File: config.mk
export PLATFORM = sky130hd
export DESIGN_NAME = window_alpha_mask_pixel_core
export DESIGN_NICKNAME = d
export VERILOG_FILES = /design/src/hw/rtl/wamp_pkg.sv /design/src/hw/rtl/wamp_isqrt.sv /design/src/hw/rtl/window_alpha_mask_pixel_core.sv
export SDC_FILE = /design/constraint.sdc
export NUM_CORES = 2
export LEC_CHECK = 0
export BUFFER_PORTS_ARGS = -buffer_cell sky130_fd_sc_hd__buf_4
export CELL_PAD_IN_SITES_DETAIL_PLACEMENT = 0
export CELL_PAD_IN_SITES_GLOBAL_PLACEMENT = 1
export CORE_MARGIN = 1.5
export CORE_UTILIZATION = 47
export DETAILED_ROUTE_END_ITERATION = 10
export GPL_TIMING_DRIVEN = 0
export PLACE_DENSITY = 0.81
export SLEW_MARGIN = 40
export SYNTH_ARGS = -nofsm -noshare
export SYNTH_HDL_FRONTEND = slang
export SYNTH_SLANG_ARGS = --single-unit
File: constraint.sdc
create_clock -name clk -period 18.5 [get_ports clk]
set_input_delay 3.7 -clock clk [delete_from_list [all_inputs] [get_ports clk]]
set_output_delay 3.7 -clock clk [all_outputs]
set_load 0.05 [all_outputs]
File: src/hw/rtl/wamp_pkg.sv
// ----------------------------------------------------------------------------
// wamp_pkg
// Shared types, codes and widths of the window alpha mask pixel core.
// ----------------------------------------------------------------------------
package wamp_pkg;

  // op codes of an input transfer
  localparam logic [1:0] OP_CLEAR = 2'd0;
  localparam logic [1:0] OP_ADD   = 2'd1;
  localparam logic [1:0] OP_PIXEL = 2'd2;
  localparam logic [1:0] OP_NOP   = 2'd3;

  // register indexes of the configuration port
  localparam logic [2:0] REG_REGION_ENABLED = 3'd0;
  localparam logic [2:0] REG_FRAME_WIDTH    = 3'd1;
  localparam logic [2:0] REG_FRAME_HEIGHT   = 3'd2;
  localparam logic [2:0] REG_VIS_LEFT       = 3'd3;
  localparam logic [2:0] REG_VIS_TOP        = 3'd4;
  localparam logic [2:0] REG_VIS_RIGHT      = 3'd5;
  localparam logic [2:0] REG_VIS_BOTTOM     = 3'd6;
  localparam logic [2:0] REG_ROUND_RAD      = 3'd7;

  // default sizes
  localparam int DEF_MAX_RECTS = 16;
  localparam int DEF_MAX_DIM   = 4096;

  // fixed field widths
  localparam int COORD_W = 15;
  localparam int PIX_W   = 12;
  localparam int DIM_W   = 14;
  localparam int RAD_CW  = 12;
  localparam int CFG_W   = 15;

  // square root unit: radicand, root and remainder widths
  localparam int RAD_W          = 42;
  localparam int ROOT_W         = RAD_W / 2;
  localparam int REM_W          = ROOT_W + 2;
  localparam int SQRT_PER_STAGE = 3;
  localparam int SQRT_STAGES    = ROOT_W / SQRT_PER_STAGE;

  // what travels beside the radicand through the square root pipeline
  typedef struct packed {
    logic              corner;
    logic [7:0]        alpha;
    logic [RAD_CW-1:0] radius;
  } side_t;

  // clamp a signed coordinate into 0..lim
  function automatic logic [DIM_W-1:0] clamp_dim(input logic signed [COORD_W-1:0] v,
                                                 input logic [DIM_W-1:0] lim);
    logic signed [DIM_W+1:0] vs;
    logic signed [DIM_W+1:0] ls;
    vs = (DIM_W+2)'(v);
    ls = $signed({2'b00, lim});
    if (vs < 0) begin
      return '0;
    end else if (vs > ls) begin
      return lim;
    end else begin
      return vs[DIM_W-1:0];
    end
  endfunction

endpackage

File: src/hw/rtl/wamp_isqrt.sv
// ----------------------------------------------------------------------------
// wamp_isqrt
// Pipelined integer square root, a few root bits per stage, with side data.
// ----------------------------------------------------------------------------
module wamp_isqrt (
  input  logic                          clk,
  input  logic                          rst,
  input  logic                          en,
  input  logic                          in_vld,
  input  logic [wamp_pkg::RAD_W-1:0]    in_rad,
  input  wamp_pkg::side_t               in_side,
  output logic                          out_vld,
  output logic [wamp_pkg::ROOT_W-1:0]   out_root,
  output wamp_pkg::side_t               out_side
);
  import wamp_pkg::*;

  logic              vld  [0:SQRT_STAGES];
  logic [RAD_W-1:0]  rad  [0:SQRT_STAGES];
  logic [REM_W-1:0]  rem  [0:SQRT_STAGES];
  logic [ROOT_W-1:0] root [0:SQRT_STAGES];
  side_t             side [0:SQRT_STAGES];

  assign vld[0]  = in_vld;
  assign rad[0]  = in_rad;
  assign rem[0]  = '0;
  assign root[0] = '0;
  assign side[0] = in_side;

  for (genvar s = 0; s < SQRT_STAGES; s++) begin : g_stage
    logic [RAD_W-1:0]  rad_next;
    logic [REM_W-1:0]  rem_next;
    logic [ROOT_W-1:0] root_next;

    // restoring digit recurrence, two radicand bits per root bit
    always_comb begin
      logic [REM_W-1:0] trial;
      rad_next  = rad[s];
      rem_next  = rem[s];
      root_next = root[s];
      for (int k = 0; k < SQRT_PER_STAGE; k++) begin
        rem_next = {rem_next[REM_W-3:0], rad_next[RAD_W-1 -: 2]};
        rad_next = {rad_next[RAD_W-3:0], 2'b00};
        trial    = {root_next, 2'b01};
        if (rem_next >= trial) begin
          rem_next  = rem_next - trial;
          root_next = {root_next[ROOT_W-2:0], 1'b1};
        end else begin
          root_next = {root_next[ROOT_W-2:0], 1'b0};
        end
      end
    end

    logic              vld_q;
    logic [RAD_W-1:0]  rad_q;
    logic [REM_W-1:0]  rem_q;
    logic [ROOT_W-1:0] root_q;
    side_t             side_q;

    always_ff @(posedge clk) begin
      if (rst) begin
        vld_q <= 1'b0;
      end else if (en) begin
        vld_q <= vld[s];
      end
    end

    always_ff @(posedge clk) begin
      if (en) begin
        rad_q  <= rad_next;
        rem_q  <= rem_next;
        root_q <= root_next;
        side_q <= side[s];
      end
    end

    assign vld[s+1]  = vld_q;
    assign rad[s+1]  = rad_q;
    assign rem[s+1]  = rem_q;
    assign root[s+1] = root_q;
    assign side[s+1] = side_q;
  end

  assign out_vld  = vld[SQRT_STAGES];
  assign out_root = root[SQRT_STAGES];
  assign out_side = side[SQRT_STAGES];

endmodule

File: src/hw/rtl/window_alpha_mask_pixel_core.sv
// ----------------------------------------------------------------------------
// window_alpha_mask_pixel_core
// Per-pixel window alpha mask with a rectangle table and rounded corners.
// ----------------------------------------------------------------------------
//  channel  | signals                               | moves
//  ---------+---------------------------------------+---------------------------
//  input    | in_valid / in_stall, op, rect_*, px   | clear, add or pixel query
//  output   | out_valid / out_stall, alpha          | one alpha per pixel query
//  config   | cfg_we, cfg_index, cfg_data           | register write, no wait
//
//  one transfer is taken every cycle while in_stall is low; a pixel query passes
//  the seven stage square root pipeline plus five surrounding stages.
//  clear and add update the table at the input transfer and give no answer.
//  the whole pipeline holds while the output stalls; in_stall follows it.
//  rst is synchronous; it empties the table and loads the register defaults.
// ----------------------------------------------------------------------------
module window_alpha_mask_pixel_core #(
  parameter int MAX_RECTS = wamp_pkg::DEF_MAX_RECTS,
  parameter int MAX_DIM   = wamp_pkg::DEF_MAX_DIM
) (
  input  logic                                clk,
  input  logic                                rst,
  input  logic                                cfg_we,
  input  logic [2:0]                          cfg_index,
  input  logic [wamp_pkg::CFG_W-1:0]          cfg_data,
  input  logic                                in_valid,
  output logic                                in_stall,
  input  logic [1:0]                          op,
  input  logic signed [wamp_pkg::COORD_W-1:0] rect_left,
  input  logic signed [wamp_pkg::COORD_W-1:0] rect_top,
  input  logic signed [wamp_pkg::COORD_W-1:0] rect_right,
  input  logic signed [wamp_pkg::COORD_W-1:0] rect_bottom,
  input  logic [wamp_pkg::PIX_W-1:0]          pixel_x,
  input  logic [wamp_pkg::PIX_W-1:0]          pixel_y,
  output logic                                out_valid,
  input  logic                                out_stall,
  output logic [7:0]                          alpha
);
  import wamp_pkg::*;

  localparam int IDX_W = (MAX_RECTS > 1) ? $clog2(MAX_RECTS) : 1;
  localparam int CNT_W = $clog2(MAX_RECTS + 1);
  localparam logic [DIM_W-1:0] DIM_LIM = DIM_W'(MAX_DIM);
  localparam logic [CNT_W-1:0] CNT_MAX = CNT_W'(MAX_RECTS);

  // pipeline advance
  logic en;
  logic in_acc;
  assign en       = !out_valid || !out_stall;
  assign in_stall = !en;
  assign in_acc   = in_valid && en;

  // configuration registers
  logic                      region_enabled;
  logic [DIM_W-1:0]          frame_width;
  logic [DIM_W-1:0]          frame_height;
  logic signed [COORD_W-1:0] vis_left;
  logic signed [COORD_W-1:0] vis_top;
  logic signed [COORD_W-1:0] vis_right;
  logic signed [COORD_W-1:0] vis_bottom;
  logic [RAD_CW-1:0]         round_rad;
  logic [DIM_W-1:0]          cfg_dim;

  assign cfg_dim = ({1'b0, cfg_data[12:0]} > DIM_LIM) ? DIM_LIM : {1'b0, cfg_data[12:0]};

  always_ff @(posedge clk) begin
    if (rst) begin
      region_enabled <= 1'b0;
      frame_width    <= (DIM_LIM < DIM_W'(4096)) ? DIM_LIM : DIM_W'(4096);
      frame_height   <= (DIM_LIM < DIM_W'(4096)) ? DIM_LIM : DIM_W'(4096);
      vis_left       <= '0;
      vis_top        <= '0;
      vis_right      <= COORD_W'(4096);
      vis_bottom     <= COORD_W'(4096);
      round_rad      <= '0;
    end else if (cfg_we) begin
      case (cfg_index)
        REG_REGION_ENABLED: region_enabled <= cfg_data[0];
        REG_FRAME_WIDTH:    frame_width    <= cfg_dim;
        REG_FRAME_HEIGHT:   frame_height   <= cfg_dim;
        REG_VIS_LEFT:       vis_left       <= $signed(cfg_data);
        REG_VIS_TOP:        vis_top        <= $signed(cfg_data);
        REG_VIS_RIGHT:      vis_right      <= $signed(cfg_data);
        REG_VIS_BOTTOM:     vis_bottom     <= $signed(cfg_data);
        REG_ROUND_RAD:      round_rad      <= cfg_data[RAD_CW-1:0];
        default: ;
      endcase
    end
  end

  // clamped visible bounds and effective radius, held in registers
  logic [DIM_W-1:0]  vl, vt, vr, vb;
  logic              vis_empty;
  logic [RAD_CW-1:0] rad_eff;

  always_ff @(posedge clk) begin
    logic [DIM_W-1:0] cl, ct, cr, cb, hw, hh, hm;
    cl = clamp_dim(vis_left, frame_width);
    ct = clamp_dim(vis_top, frame_height);
    cr = clamp_dim(vis_right, frame_width);
    cb = clamp_dim(vis_bottom, frame_height);
    hw = (cr - cl) >> 1;
    hh = (cb - ct) >> 1;
    hm = (hw < hh) ? hw : hh;
    vl <= cl;
    vt <= ct;
    vr <= cr;
    vb <= cb;
    vis_empty <= (cr <= cl) || (cb <= ct);
    rad_eff <= ({2'b00, round_rad} < hm) ? round_rad : hm[RAD_CW-1:0];
  end

  // rectangle table
  logic signed [COORD_W-1:0] tbl_l [MAX_RECTS];
  logic signed [COORD_W-1:0] tbl_t [MAX_RECTS];
  logic signed [COORD_W-1:0] tbl_r [MAX_RECTS];
  logic signed [COORD_W-1:0] tbl_b [MAX_RECTS];
  logic [CNT_W-1:0]          rect_count;

  always_ff @(posedge clk) begin
    if (rst) begin
      rect_count <= '0;
    end else if (in_acc) begin
      if (op == OP_CLEAR) begin
        rect_count <= '0;
      end else if (op == OP_ADD && rect_count < CNT_MAX) begin
        rect_count <= rect_count + 1'b1;
      end
    end
  end

  always_ff @(posedge clk) begin
    if (in_acc && op == OP_ADD && rect_count < CNT_MAX) begin
      tbl_l[rect_count[IDX_W-1:0]] <= rect_left;
      tbl_t[rect_count[IDX_W-1:0]] <= rect_top;
      tbl_r[rect_count[IDX_W-1:0]] <= rect_right;
      tbl_b[rect_count[IDX_W-1:0]] <= rect_bottom;
    end
  end

  // stage 0: compare the pixel against every stored rectangle
  logic [MAX_RECTS-1:0] hit_vec;
  logic signed [COORD_W:0] sx, sy;
  assign sx = $signed({{(COORD_W+1-PIX_W){1'b0}}, pixel_x});
  assign sy = $signed({{(COORD_W+1-PIX_W){1'b0}}, pixel_y});

  for (genvar i = 0; i < MAX_RECTS; i++) begin : g_hit
    assign hit_vec[i] = (CNT_W'(i) < rect_count) &&
                        sx >= (COORD_W+1)'(tbl_l[i]) && sx < (COORD_W+1)'(tbl_r[i]) &&
                        sy >= (COORD_W+1)'(tbl_t[i]) && sy < (COORD_W+1)'(tbl_b[i]);
  end

  logic             s1_vld;
  logic [PIX_W-1:0] s1_x, s1_y;
  logic             s1_on, s1_off;

  always_ff @(posedge clk) begin
    if (rst) begin
      s1_vld <= 1'b0;
    end else if (en) begin
      s1_vld <= in_acc && op == OP_PIXEL;
    end
  end

  always_ff @(posedge clk) begin
    if (en) begin
      s1_x   <= pixel_x;
      s1_y   <= pixel_y;
      s1_on  <= !region_enabled || (|hit_vec);
      s1_off <= ({2'b00, pixel_x} >= frame_width) || ({2'b00, pixel_y} >= frame_height);
    end
  end

  // stage 1: visible window and corner offsets
  logic [DIM_W:0]    px1, py1, r1;
  logic              xl, xr, yt, yb, vis_out;
  logic [RAD_CW-1:0] dxd, dyd;
  side_t             s1_side;

  assign px1 = {3'b000, s1_x};
  assign py1 = {3'b000, s1_y};
  assign r1  = {3'b000, rad_eff};
  assign xl  = px1 < ({1'b0, vl} + r1);
  assign xr  = px1 >= ({1'b0, vr} - r1);
  assign yt  = py1 < ({1'b0, vt} + r1);
  assign yb  = py1 >= ({1'b0, vb} - r1);
  assign vis_out = s1_x < vl || s1_x >= vr || s1_y < vt || s1_y >= vb;

  always_comb begin
    logic [DIM_W:0] tx, ty;
    tx  = xl ? ({1'b0, vl} + r1 - px1) : (px1 + r1 + 1'b1 - {1'b0, vr});
    ty  = yt ? ({1'b0, vt} + r1 - py1) : (py1 + r1 + 1'b1 - {1'b0, vb});
    dxd = tx[RAD_CW-1:0];
    dyd = ty[RAD_CW-1:0];
    s1_side.radius = rad_eff;
    s1_side.corner = 1'b0;
    s1_side.alpha  = s1_on ? 8'hff : 8'h00;
    if (s1_off) begin
      s1_side.alpha = 8'h00;
    end else if (vis_empty) begin
      s1_side.corner = 1'b0;
    end else if (vis_out) begin
      s1_side.alpha = 8'h00;
    end else if (rad_eff != '0 && (xl || xr) && (yt || yb)) begin
      s1_side.corner = 1'b1;
    end
  end

  logic          s2_vld;
  side_t         s2_side;
  logic [12:0]   s2_ax, s2_ay;

  always_ff @(posedge clk) begin
    if (rst) begin
      s2_vld <= 1'b0;
    end else if (en) begin
      s2_vld <= s1_vld;
    end
  end

  always_ff @(posedge clk) begin
    if (en) begin
      s2_side <= s1_side;
      s2_ax   <= {dxd, 1'b0} - 13'd1;
      s2_ay   <= {dyd, 1'b0} - 13'd1;
    end
  end

  // stage 2: squares of the doubled offsets less one
  logic        s3_vld;
  side_t       s3_side;
  logic [25:0] s3_sqx, s3_sqy;

  always_ff @(posedge clk) begin
    if (rst) begin
      s3_vld <= 1'b0;
    end else if (en) begin
      s3_vld <= s2_vld;
    end
  end

  always_ff @(posedge clk) begin
    if (en) begin
      s3_side <= s2_side;
      s3_sqx  <= s2_ax * s2_ax;
      s3_sqy  <= s2_ay * s2_ay;
    end
  end

  // stage 3: sum, scaled by 2^14 for eight fraction bits of root
  logic             s4_vld;
  side_t            s4_side;
  logic [RAD_W-1:0] s4_rad;

  always_ff @(posedge clk) begin
    if (rst) begin
      s4_vld <= 1'b0;
    end else if (en) begin
      s4_vld <= s3_vld;
    end
  end

  always_ff @(posedge clk) begin
    if (en) begin
      s4_side <= s3_side;
      s4_rad  <= {1'b0, ({1'b0, s3_sqx} + {1'b0, s3_sqy}), 14'd0};
    end
  end

  // square root pipeline
  logic              q_vld;
  logic [ROOT_W-1:0] q_root;
  side_t             q_side;

  wamp_isqrt u_isqrt (
    .clk      (clk),
    .rst      (rst),
    .en       (en),
    .in_vld   (s4_vld),
    .in_rad   (s4_rad),
    .in_side  (s4_side),
    .out_vld  (q_vld),
    .out_root (q_root),
    .out_side (q_side)
  );

  // last stage: coverage factor and scaling into the output register
  logic [7:0] alpha_next;

  always_comb begin
    logic signed [ROOT_W+1:0] f8;
    logic [15:0]              prod;
    f8 = $signed({2'b00, q_side.radius, 8'h80}) - $signed({1'b0, q_root});
    prod = '0;
    alpha_next = q_side.alpha;
    if (q_side.corner) begin
      if (f8 < 0) begin
        alpha_next = 8'h00;
      end else if (f8 < 256) begin
        prod = q_side.alpha * f8[7:0];
        alpha_next = prod[15:8];
      end
    end
  end

  always_ff @(posedge clk) begin
    if (rst) begin
      out_valid <= 1'b0;
    end else if (en) begin
      out_valid <= q_vld;
    end
  end

  always_ff @(posedge clk) begin
    if (en) begin
      alpha <= alpha_next;
    end
  end

  // checks
  a_count_bound: assert property (@(posedge clk) disable iff (rst)
    rect_count <= CNT_MAX) else $error("rect table count above capacity");

  a_clear_empties: assert property (@(posedge clk) disable iff (rst)
    in_valid && !in_stall && op == OP_CLEAR |=> rect_count == '0)
    else $error("clear transfer left rectangles in the table");

  a_add_grows: assert property (@(posedge clk) disable iff (rst)
    in_valid && !in_stall && op == OP_ADD && rect_count < CNT_MAX
    |=> rect_count == $past(rect_count) + 1'b1)
    else $error("add transfer did not grow the table");

  a_stall_follows: assert property (@(posedge clk) disable iff (rst)
    in_stall == (out_valid && out_stall))
    else $error("input stall out of step with output");

  a_radius_bound: assert property (@(posedge clk) disable iff (rst)
    rad_eff <= $past(round_rad)) else $error("corner radius grew past the setting");

endmodule

-- Word level (Yosys, flattened, before mapping)
Memories as Yosys holds them, arrays and structs flattened.
Cells that the tools add are included.
- flip-flop bits (word level): 798
- latch bits: 0
- memory bits (writable): 960
- memory bits (read-only): 0
- bits of input ports: 109
- output and inout port bits: 10
- word-level logic and storage cells: 432
- memories: 4
- memory list (memory ; depth ; width ; read ports ; clocked after Yosys merged registers in ; write ports ; line ; source):
    tbl_b ; 16 ; 15 ; 16 ; 0 ; 1 ; window_alpha_mask_pixel_core.sv:117 ; logic signed [COORD_W-1:0] tbl_b [MAX_RECTS];
    tbl_l ; 16 ; 15 ; 16 ; 0 ; 1 ; window_alpha_mask_pixel_core.sv:114 ; logic signed [COORD_W-1:0] tbl_l [MAX_RECTS];
    tbl_r ; 16 ; 15 ; 16 ; 0 ; 1 ; window_alpha_mask_pixel_core.sv:116 ; logic signed [COORD_W-1:0] tbl_r [MAX_RECTS];
    tbl_t ; 16 ; 15 ; 16 ; 0 ; 1 ; window_alpha_mask_pixel_core.sv:115 ; logic signed [COORD_W-1:0] tbl_t [MAX_RECTS];
- add/sub/neg operators: 39
- multiply operators: 3
- div/mod/pow operators: 0
- magnitude comparators: 127
- eq/ne operators: 9
- shift operators: 0
- mux-type cells: 65
- bitwise gates (word level): 0
- reduce and logical (&&, ||, !) cells: 99
- operators with widths (cell ; number):
    $ge A13 B15 Y1 ; 32
    $lt A13 B15 Y1 ; 32
    $mux W21 ; 20
    $mux W14 ; 8
    $logic_and A1 B1 Y1 ; 71
    $gt A15 B15 Y1 ; 4
    $lt A15 B1 Y1 const B ; 4
    $ge A12 B14 Y1 ; 4
    $mul A13 B13 Y26 ; 2
    $mux W8 ; 6
    $sub A12 B12 Y12 ; 4
    $lt A4 B5 Y1 const A ; 8
    $mux W12 ; 3
    $add A14 B12 Y15 ; 2
    $ge A12 B15 Y1 ; 2
    $lt A12 B15 Y1 ; 2
    $sub A14 B12 Y15 ; 2
    $le A14 B14 Y1 ; 2
    $lt A12 B14 Y1 ; 2
    $sub A14 B14 Y14 ; 2
    $add A26 B26 Y27 ; 1
    $mux W13 ; 2
    $sub A13 B1 Y13 const B ; 2
    $add A12 B1 Y12 const B ; 2
    other kinds (70) ; 123

-- Logic depth before layout (Yosys ltp)
- depth in word-level cells: 8
- mapped depth: 50
- depth with buffers taken out: 47

-- Cells and area by module
A second synthesis with hierarchy kept.
- cells, all modules: 10687
- area total of the unflattened synthesis: 116560.5 um^2
- modules (own cells, without submodules) (module ; instances ; cells an instance ; area each (um^2) ; sequential area each (um^2)):
    window_alpha_mask_pixel_core ; 1 ; 7403 ; 83487.6 ; 37586.0
    wamp_isqrt ; 1 ; 3284 ; 33073.0 ; 14644.0

-- Worst setup path before layout
No wires, ideal clock.
- path kind: input -> register
- start: input out_stall
- end: register alpha[0] (enable)
- library setup time: 1.090 ns
- data arrival time: 18.093 ns
- data required time: 17.410 ns
- setup slack: -0.684 ns
- stages: 2
- buffers on the path: 1
- cells stage by stage: nand2_1 clkbuf_1
- word-level cells in the longest chain between the ends: 2
- ends and longest elaborated chain (element ; line ; source):
    from (decl) ; window_alpha_mask_pixel_core.sv:36 ; input logic out_stall,
    $logic_not A1 Y1 ; window_alpha_mask_pixel_core.sv:49 ; assign en = !out_valid || !out_stall;
    $logic_or A1 B1 Y1 ; window_alpha_mask_pixel_core.sv:49 ;
    to (signal assigned) ; window_alpha_mask_pixel_core.sv:316 ; alpha <= alpha_next;
    to (decl) ; window_alpha_mask_pixel_core.sv:37 ; output logic [7:0] alpha
Every way passes these cells.
A chain may end at the register's enable or synchronous reset.

-- Final worst setup path
- start: register u_isqrt.g_stage[3].root_q[0]
- end: register u_isqrt.g_stage[4].rem_q[12], data pin
- word-level cells in the longest chain between the ends: 6
- elaborated cells between the ends (all ways): 11
- those cells by class: 3 x add/sub; 3 x order compare; 5 x mux
- ends and longest elaborated chain (element ; line ; source):
    from (decl) ; wamp_isqrt.sv:57 ; logic [ROOT_W-1:0] root_q;
    from (signal assigned) ; wamp_isqrt.sv:72 ; root_q <= root_next;
    $ge A23 B14 Y1 (*) ; wamp_isqrt.sv:45 ; if (rem_next >= trial) begin
    $mux W1 (*) ; wamp_isqrt.sv:45 ;
    named net u_isqrt.g_stage[4].$5.trial[3] ; wamp_isqrt.sv:37 ; logic [REM_W-1:0] trial;
    $sub A21 B15 Y21 or $ge A23 B15 Y1 (tied branches) ; wamp_isqrt.sv:46, wamp_isqrt.sv:45 ;
    $mux W21 or $mux W1 (tied branches) ; wamp_isqrt.sv:45 ;
    $sub A21 B16 Y21 or $ge A23 B16 Y1 (tied branches) ; wamp_isqrt.sv:46, wamp_isqrt.sv:45 ;
    $mux W21 (*) ; wamp_isqrt.sv:45 ;
    named net u_isqrt.g_stage[4].rem_next[12] ; wamp_isqrt.sv:32 ; logic [REM_W-1:0] rem_next;
    to (signal assigned) ; wamp_isqrt.sv:71 ; rem_q <= rem_next;
    to (decl) ; wamp_isqrt.sv:56 ; logic [REM_W-1:0] rem_q;
Mark *: on every way through the listed nets, which the timed path passes. The rest lies on a longest branch.

==> flow_metrics.env <==
export IMPL_hp_start="s4_side[11]"
export IMPL_synth_flop_cell="edfxtp_1"
export IMPL_hold_violations=0
export IMPL_vias_per_cell=5.502
export IMPL_maxCapViolations=0
export IMPL_cts_tree="yes"
export IMPL_fmax_ghz=0.08574
export IMPL_max_stage_delay_ns=0.51
export IMPL_clk_pin_slew_worst_paths_ns=0.06
export IMPL_clockBufferDepth=3
export IMPL_clock_latency_ns=0.87
export IMPL_syn_area_um2=108500
export IMPL_io_pins=119
export IMPL_die_h_um=483.4
export IMPL_drc_errors=0
export IMPL_fin_crit_ns=11.66
export IMPL_grt_pass1_wl_mm=422.5
export IMPL_cts_num_sinks=1668
export IMPL_hold_end="u_isqrt.g_stage[0].side_q[11]"
export IMPL_yosysWarnings=0
export IMPL_start_kind="flip-flop"
export IMPL_tightest_slew_ns=0.9107
export IMPL_ys_seq_area_share_pct=44.47
export IMPL_status="complete, no violations"
export IMPL_synth_cells=9975
export IMPL_vias=74580
export IMPL_worst_r2r_endpoint="u_isqrt.g_stage[4].rem_q[12]"
export IMPL_area_growth_pct=11.52
export IMPL_required_ns=19.03
export IMPL_grt_overflow=0
export IMPL_die_w_um=483.4
export IMPL_place_area_um2=114800
export IMPL_skew_ns=0.1061
export IMPL_cts_setup_buffers=0
export IMPL_grt_total_usage_pct=23.04
export IMPL_cp_slowest_cell="o41ai_1"
export IMPL_holdBufCountCts=0
export IMPL_ff2ff_path_depth=40
export IMPL_period_share_pct=63.04
export IMPL_dieArea_um2=233700
export IMPL_start_util_pct=47.23
export IMPL_grt_max_degree=71
export IMPL_place_inst=13210
export IMPL_crit_type="flip-flop to flip-flop"
export IMPL_async_flop_share_pct=0
export IMPL_drtIter0Drc=5216
export IMPL_port_buffers=115
export IMPL_antenna_left=0
export IMPL_post_dp_hpwl_mm=202.3
export IMPL_setup_tns_ns=0
export IMPL_synth_edf_count=1483
export IMPL_hold_class="flip-flop to flip-flop"
export IMPL_dr_pass1_iters=6
export IMPL_rsz0062_at_grt="no"
export IMPL_cts_htree_levels=4
export IMPL_layout_cells_non_filler=13560
export IMPL_row_count=176
export IMPL_reg2reg_slack_ns=6.84
export IMPL_hold_depth=0
export IMPL_syn_area_per_cell_um2=10.87
export IMPL_root_buffer="clkbuf_16"
export IMPL_cts_repair_resize_count=0
export IMPL_wl_per_cell_um=20.03
export IMPL_timing_rr_start="u_isqrt.g_stage[3].root_q[0]"
export IMPL_relSlewSlack_pct=38.92
export IMPL_worst_setup_path_end_kind="flip-flop"
export IMPL_grt_pass1_vias=74910
export IMPL_antenna_found_initial=19
export IMPL_place_gp_congestion=0.9052
export IMPL_drt_total_wl_mm=271.5
export IMPL_slew_viol_final=0
export IMPL_setup_violations=0
export IMPL_stdcell_area_um2=121000
export IMPL_coreArea_um2=229700
export IMPL_holdWs_ns=0.3725
export IMPL_ys_types=100
export IMPL_drive_above_1_share_pct=6.445
export IMPL_cts_buffers=179
export IMPL_path_common_cell="o21ai_0"
export IMPL_worstPathMaxFanout=11
export IMPL_nNetsFinal=12250
export IMPL_critPathArrivalTime_ns=12.19
export IMPL_ys_ff_latch=1668
-- how the worst max path moves through the flow --
stage                                               to  cells after the start                          from  slack (ns)
after global placement                        alpha[5]                      3                     out_stall        4.29
after floorplan                               alpha[0]                      2                     out_stall        7.32
after CTS                          u_isqrt.out_root[0]                     44  u_isqrt.g_stage[5].root_q[1]        6.94
after global routing      u_isqrt.g_stage[4].rem_q[17]                     40  u_isqrt.g_stage[3].root_q[0]        5.83
final                     u_isqrt.g_stage[4].rem_q[12]                     40  u_isqrt.g_stage[3].root_q[0]        6.84
after detailed placement           u_isqrt.out_root[0]                     44  u_isqrt.g_stage[5].root_q[1]        7.03
-- critical path, delay by kind of cell (launching register included) --
kind	cells	cell delay (ns)
AO/OA/AOI/OAI	18	4.26
AND/OR/NAND/NOR	9	2.49
adder cells (fa/ha/maj)	3	0.91
flip-flops	1	0.47
buffers and inverters	9	2.94
XOR/XNOR	1	0.32
-- metrics by stage --
step                util, %  setup WS [ns]
floorplan                 -          7.317
global placement      49.26          4.290
detailed placement    49.98          7.029
CTS                   52.64          6.942
global route          52.66          5.831
finish                52.66          6.837
-- logic make-up after synthesis --
group	share of synthesized area, %
simple gates	10.36
compound gates	12.48
fa+ha+maj	22.23
flops	44.47
buf+inv	5.548
xor+xnor	3.512
mux	1.384
other cells	0.006924
-- cells in the mapped netlist (123+ instances only) --
| cell | instances | area share [%] |
|---|---|---|
| ha_1 | 1521 | 18 |
| edfxtp_1 | 1483 | 41 |
| inv_1 | 1436 | 5.0 |
| a21oi_1 | 635 | 2.9 |
| nand2_1 | 599 | 2.1 |
| nor2_1 | 485 | 1.7 |
| o21ai_0 | 422 | 1.9 |
| a21o_1 | 366 | 2.5 |
| xnor2_1 | 278 | 2.2 |
| fa_1 | 254 | 4.7 |
| nor2b_1 | 195 | 1.1 |
| dfxtp_1 | 185 | 3.4 |
| nand2b_1 | 185 | 1.1 |
| nor3_1 | 169 | 0.78 |
| xor2_1 | 157 | 1.3 |
| o21a_1 | 139 | 0.96 |
| nand3_1 | 123 | 0.57 |
-- cell type report --
type	count	area [µm²]
repair buffers	207	2286
clock buffers	219	4730
well taps	3026	3786
fillers	19890	108700
inverters	1444	5420
diodes	9	22.52
plain buffers	147	610.6
multi-input cells	6722	54470
clock inverters	113	1394
flip-flops and latches	1668	48240
-- metal layers --
metal	part of all wire [%]	global-route usage, %	wire length, µm
met1	45	31.35	122700
met2	46	37.96	125800
met3	4.8	2.737	13060
met4	3.6	8.061	9895
met5	0.0096	0	26
-- layout by cell type (no fill, tap or decap), types with 163 or more instances in the layout --
master and n:
fa_1 254, nand2b_1 185, a21oi_1 634, dfxtp_1 185, xnor2_1 278, edfxtp_1 1483, clkbuf_16 179, inv_1 1434
ha_1 1521, a21o_1 366, nand2_1 599, nor2b_1 195, o21ai_0 420, nor3_1 163, nor2_1 473
-- flip-flops by register name (all words and copies together), names as in the netlist, 15 cells and up --
signal and cells:
s3_sqx 24, u_isqrt.g_stage.root_q 63, tbl_b 240, u_isqrt.g_stage.rad_q 44, vis_top 15, u_isqrt.g_stage.rem_q 124, vis_right 15, s3_sqy 24
tbl_l 240, tbl_r 240, u_isqrt.g_stage.side_q 84, tbl_t 240, s4_rad 25, u_isqrt.out_root 21, vis_bottom 15, vis_left 15
Power is left out: the tool's default activity adds up to more than one toggle a clock period on the data nets, which glitch-free logic cannot reach.
